--- src/rtl/mpq_pkg.sv ---
`default_nettype none

package mpq_pkg;

    // number of cells in the chain
    localparam int CAPACITY = 128;

    localparam int VALUE_W  = 32;
    localparam int STATUS_W = 2;

    // request modes
    localparam logic MODE_INSERT = 1'b0;
    localparam logic MODE_DELETE = 1'b1;

    // response status codes
    localparam logic [STATUS_W-1:0] ST_OK    = 2'd0;
    localparam logic [STATUS_W-1:0] ST_FULL  = 2'd1;
    localparam logic [STATUS_W-1:0] ST_EMPTY = 2'd2;

    // returned by a delete on an empty queue
    localparam logic signed [VALUE_W-1:0] EMPTY_VALUE = -32'sd1;

    // command broadcast to every cell
    typedef struct packed {
        logic                      insert;
        logic                      delete;
        logic signed [VALUE_W-1:0] value;
    } t_cmd;

    // what a cell shows to its neighbors
    typedef struct packed {
        logic                      valid;
        logic                      take;
        logic signed [VALUE_W-1:0] value;
    } t_link;

endpackage

`default_nettype wire

--- src/rtl/mpq_cell.sv ---
`default_nettype none

module mpq_cell (
    input  wire logic           i_clk,
    input  wire logic           i_rst_n,
    input  wire mpq_pkg::t_cmd  i_cmd,
    input  wire mpq_pkg::t_link i_left,
    input  wire mpq_pkg::t_link i_right,
    output mpq_pkg::t_link      o_link
);

    logic                              r_valid;
    logic                              n_valid;
    logic signed [mpq_pkg::VALUE_W-1:0] r_value;
    logic signed [mpq_pkg::VALUE_W-1:0] n_value;
    logic                              c_take;

    // new value belongs here or further left; equal values stay ahead
    assign c_take = !r_valid || (i_cmd.value < r_value);

    // next contents: shift right on insert, shift left on delete
    always_comb begin
        n_valid = r_valid;
        n_value = r_value;
        if (i_cmd.insert && c_take) begin
            if (i_left.take) begin
                n_valid = i_left.valid;
                n_value = i_left.value;
            end else begin
                n_valid = 1'b1;
                n_value = i_cmd.value;
            end
        end else if (i_cmd.delete) begin
            n_valid = i_right.valid;
            n_value = i_right.value;
        end
    end

    // occupancy flag
    always_ff @(posedge i_clk) begin
        if (!i_rst_n) begin
            r_valid <= 1'b0;
        end else begin
            r_valid <= n_valid;
        end
    end

    // stored value
    always_ff @(posedge i_clk) begin
        r_value <= n_value;
    end

    assign o_link.valid = r_valid;
    assign o_link.take  = c_take;
    assign o_link.value = r_value;

endmodule

`default_nettype wire

--- config.mk ---
export PLATFORM = sky130hd
export DESIGN_NAME = mpq_cell
export DESIGN_NICKNAME = d
export VERILOG_FILES = /design/src/rtl/mpq_pkg.sv /design/src/rtl/mpq_cell.sv
export SDC_FILE = /design/constraint.sdc
export NUM_CORES = 1
export LEC_CHECK = 0
export BUFFER_PORTS_ARGS = -buffer_cell sky130_fd_sc_hd__buf_2
export CAP_MARGIN = 30
export CORE_MARGIN = 2
export CORE_UTILIZATION = 42
export DETAILED_ROUTE_END_ITERATION = 10
export GPL_ROUTABILITY_DRIVEN = 0
export PLACE_DENSITY = 0.76
export SLEW_MARGIN = 20
export SYNTH_ARGS = -nofsm -noshare
export SYNTH_HDL_FRONTEND = slang
export SYNTH_SLANG_ARGS = --single-unit
--- constraint.sdc ---
create_clock -name i_clk -period 2.8 [get_ports i_clk]
set_input_delay 0.56 -clock i_clk [delete_from_list [all_inputs] [get_ports i_clk]]
set_output_delay 0.56 -clock i_clk [all_outputs]
set_load 0.05 [all_outputs]
Yosys cells after proc, flatten, opt, wreduce, memory -nomap -nowiden
Cells that the tools add are included.
{"block": "totals", "latch_bits": 0, "mem_bits_rw": 0, "word_cells": 13, "memories": 0, "rom_bits": 0, "register_bits": 33}
{"block": "op_classes", "bitwise": 0, "n_eq_ne": 0, "div_mod_pow": 0, "mux": 6, "reduce_logical": 4, "mul": 0, "magnitude_cmp": 1, "n_addsub": 0, "n_shift": 0}
{"cell": "2-to-1 mux 32 bit", "count": 3}
{"cell": "less-than comparator 32 bit", "count": 1}
{"cell": "2-to-1 mux 1 bit", "count": 3}
{"cell": "nonzero test 2 bit", "count": 1}
{"cell": "logical AND 1 bit", "count": 1}
{"cell": "logical NOT 1 bit", "count": 1}
{"cell": "logical OR 1 bit", "count": 1}

Depth between registers and ports, before layout
{"block": "logic_depth", "ltp_word": 4, "ltp_mapped": 9, "ltp_nobuf": 8}

Worst setup path before layout
OpenSTA, ideal clock, no wires.
{"block": "synth_path", "kind": "reg-to-reg", "start": "reg r_value[31] in the netlist's numbering", "end": "reg r_value[0] in the netlist's numbering (enable)", "synth_period_minus_slack_ps": 3139, "setup_time_ps": 375, "arrival_time_ps": 2764, "stages_incl_launch_ff": 10, "path_slack_ps": -339, "n_path_buf": 1, "path_cell_list": "edfxtp_1 inv_1 ha_1 nand4_1 nor4_2 a221oi_2 nand4_1 o221ai_4 buf_12 or2_2"}
{"block": "synth_via", "elab_chain_len": 4}
{"item": "start, declared", "line": "mpq_cell.sv:14", "text": "logic signed [mpq_pkg::VALUE_W-1:0] r_value;"}
{"item": "start signal, assigned", "line": "mpq_cell.sv:50", "text": "r_value <= n_value;"}
{"item": "less-than comparator 32 bit", "line": "mpq_cell.sv:19", "text": "assign c_take = !r_valid || (i_cmd.value < r_value);"}
{"item": "logical OR 1 bit", "line": "mpq_cell.sv:19"}
{"item": "logical AND 1 bit", "line": "mpq_cell.sv:25", "text": "if (i_cmd.insert && c_take) begin"}
{"item": "nonzero test 2 bit (no source line)"}
Every way passes these cells.
A chain may end at the register's enable or synchronous reset.

Final worst setup path
{"block": "layout_path", "start": "reg r_value[29] in the netlist's numbering", "end": "reg r_value[15] in the netlist's numbering, data pin"}
{"block": "layout_via", "elab_chain_len": 4}
{"item": "less-than comparator 32 bit", "line": "mpq_cell.sv:19"}
{"item": "logical OR 1 bit", "line": "mpq_cell.sv:19"}
{"item": "logical AND 1 bit", "line": "mpq_cell.sv:25"}
{"item": "2-to-1 mux 32 bit", "line": "mpq_cell.sv:25"}
{"item": "net n_value, one bit", "line": "mpq_cell.sv:15", "text": "logic signed [mpq_pkg::VALUE_W-1:0] n_value;"}
The timed path passes the listed nets, and every way through them passes these cells.

==> results.py <==
metrics = {
    "placed_design": {
        "dpl.cell_count": 446,
        "placed_area_um2": 3630,
        "dp_hpwl_um": 5140,
        "port_buffers": 136,
    },
    "synth": {
        "synthTopCellsByArea": "edfxtp_1, mux2_4, mux2_2",
        "avgSynthCellArea_um2": 12.2,
        "synth-seq-area-share_pct": 34.7,
        "yosysTopAreaCell": "edfxtp_1",
        "yosys_warnings": 0,
        "syn_nets": 367,
        "synth_top_area_share_pct": 34.0,
        "synth_cells": 232,
        "netlist_area_um2": 2830,
        "synth_seq_cells": 33,
        "synth_cell_types": 35,
    },
    "power_and_ir_drop": {
        "seqPwrFrac_pct": 28.4,
        "switching_share_pct": 43.2,
        "design_power_total_uw": 2720,
        "p_int_uw": 1550,
        "p_sw_uw": 1180,
        "pwr-share-comb_pct": 57.5,
        "power_leakage_uw": 0.00197,
        "clock_power_share_pct": 14.1,
        "cellPowerDensity_nw_per_um2": 695,
        "max-vdd-ir-drop_v": 0.000315,
    },
    "clocking": {
        "cts_root_buffer": "clkbuf_8",
        "clk_path_buf_depth": 2,
        "hold_buffers": 0,
        "cts_tree": "done",
        "clk_transition_reported_paths_ns": 0.07,
        "numCtsBuffers": 5,
        "htree_num_levels": 2,
        "cts_sinks": 33,
        "clkLatencyLatePin_ns": 0.29,
    },
    "critical_path": {
        "crit_arrival_ns": 2.74,
        "critical_path_class": "reg -> reg",
        "required_ns": 2.84,
        "end_kind": "register",
        "cp_max_fo": 11,
        "start_kind": "register",
        "crit_slowest_cell": "edfxtp_1",
        "reg2reg_depth": 10,
        "slowest_delay_ns": 0.35,
        "r2r_slack_ns": 0.11,
        "path_cells": "inv_1 -> ha_1 -> nand4_1 -> nor4_4 -> a221oi_4 -> a211o_2 -> o221ai_4 -> buf_4 -> clkbuf_16 -> mux2_4",
    },
    "sta": {
        "fmax_mhz": 371,
        "fin_setup_tns_ns": 0,
        "worst_pin_slew_ns": 0.490,
        "max_slew_margin_pct": 67.4,
        "skew_ns": 0.00657,
        "finalSetupViolations": 0,
        "hold_viol": 0,
        "final_max_slew_viol_count": 0,
        "rsz0062_at_grt": "yes",
        "fin_crit_sh_pct": 96.2,
        "period_minus_slack_ns": 2.69,
    },
    "route": {
        "routed_wl_um": 6920,
        "drtIter0Drc": 65,
        "drc": 0,
        "vias_per_cell": 5.10,
        "post_drt_wl_per_cell_um": 15.0,
        "final_antenna_net_count": 0,
        "dr.pass1.iters": 4,
        "vias": 2349,
    },
    "final_layout": {
        "fin_area_um2": 3920,
        "final_core_util_pct": 61.0,
        "mostFrequentLayoutCells": "buf_2, mux2_2, inv_1, edfxtp_1, mux2_4",
        "layout_commonest_cell": "buf_2",
        "fin_cells": 461,
        "areaGrowthSynthToFinish_pct": 38.5,
        "layout-drive-gt1-share_pct": 65.1,
        "fillCellCount": 552,
        "final_nets": 518,
        "diodes": 0,
    },
    "grt": {
        "grt_pass1_wl_um": 9970,
        "overflow": 0,
        "grt_antenna_before_repair": 2,
        "grt_pass1_vias": 2221,
        "grt_usage_pct": 17.2,
        "grt_max_degree": 34,
    },
    "floorplanning": {
        "fp-row-count": 29,
        "io_pins": 138,
        "coreArea_um2": 6420,
        "die_y_um": 86.1,
        "start_util_pct": 44.0,
        "die-area_um2": 7410,
        "die_w_um": 86.1,
    },
    "min_path": {
        "hp-class": "in -> reg",
        "hold_depth": 3,
    },
    "job": {
        "cap_violations": 0,
    },
    "outcome": {
        "outcome": "complete, no violations",
    },
}
flip-flops by register name, indices dropped and copies added, names as in the netlist:
name / count
r_value: 32
r_valid: 1
metrics by stage:
stage          hold WS, ns  setup slack (ns)
2_1_floorplan        0.684            -0.151
3_3_place_gp         0.734            -0.149
3_5_place_dp         0.741            -0.226
4_1_cts              0.503            0.0353
5_1_grt              0.498           -0.0291
6_report             0.508             0.105
cell type report:
class / count / area (µm²) / area share (%)
tap: 77 / 96.3 / 2.46
inverter: 35 / 131 / 3.35
timing repair buffer: 153 / 882 / 22.5
clock buffer: 8 / 90.1 / 2.30
multi-input combinational: 155 / 1740 / 44.3
sequential: 33 / 981 / 25.0
kinds of logic (layout without fill, tap and decap cells):
| logic type | Yosys count | count (layout) | share of synthesized area, % |
|---|---|---|---|
| compound gates | 30 | 30 | 8.01 |
| fa+ha+maj | 31 | 31 | 13.7 |
| buf+inv | 44 | 196 | 8.45 |
| flops | 33 | 33 | 34.7 |
| mux | 65 | 65 | 29.5 |
| simple gates | 29 | 29 | 5.62 |
path summary, 6_finish.rpt:
check | start | to
worst max-delay path | r_value[29] | r_value[15]
worst min-delay path | i_rst_n | r_valid
worst max register to register | r_value[29] | r_value[15]
worst min register to register | r_valid | r_valid
timing repair:
action                                  in CTS  in global routing
gates resized for setup                      1                 20
endpoints found under the setup margin       1                 64
cloned                                       0                  2
pin swaps                                    2                 12
buffers inserted                             1                  4
synthesized netlist by cell type, drive strengths merged:
cell,instances
nor2,3
mux2i,1
nand3,3
a211o,1
nor2b,1
a22oi,1
a2111o,1
ha,31
buf,5
o211ai,1
or2b,1
a221oi,3
nand4,5
nor4,2
a32oi,1
edfxtp,32
a21o,1
nand2b,1
or2,2
dfxtp,1
mux2,64
o221ai,1
o21ai,6
nand2,11
dlygate4sd3,2
o211a,1
inv,35
dlygate4sd1,1
clkbuf,1
a21oi,13
per-layer routing:
metal	wire (µm)	track usage, %	up-vias
li1	-	-	1153
met1	2690	18.9	1093
met2	3560	32.1	92
met3	590	5.87	9
met4	72	3.46	2
met5	11	0	-
power by group through the flow:
stage / Clock [µW] / Sequential [µW] / Combinational, µW
floorplan: 0 / 1200 / 687
global placement: 0 / 778 / 1380
detailed placement: 0 / 785 / 1420
CTS: 393 / 776 / 1420
global route: 413 / 792 / 1680
finish: 385 / 774 / 1560
critical path, delay by kind of cell, from the launching register on:
| kind | cells | cell delay [ns] |
|---|---|---|
| compound gates | 3 | 0.57 |
| simple gates | 2 | 0.52 |
| buf+inv | 3 | 0.41 |
| flops | 1 | 0.35 |
| mux | 1 | 0.31 |
| fa+ha+maj | 1 | 0.29 |
Note: power is estimated with default switching activity, not from simulation.
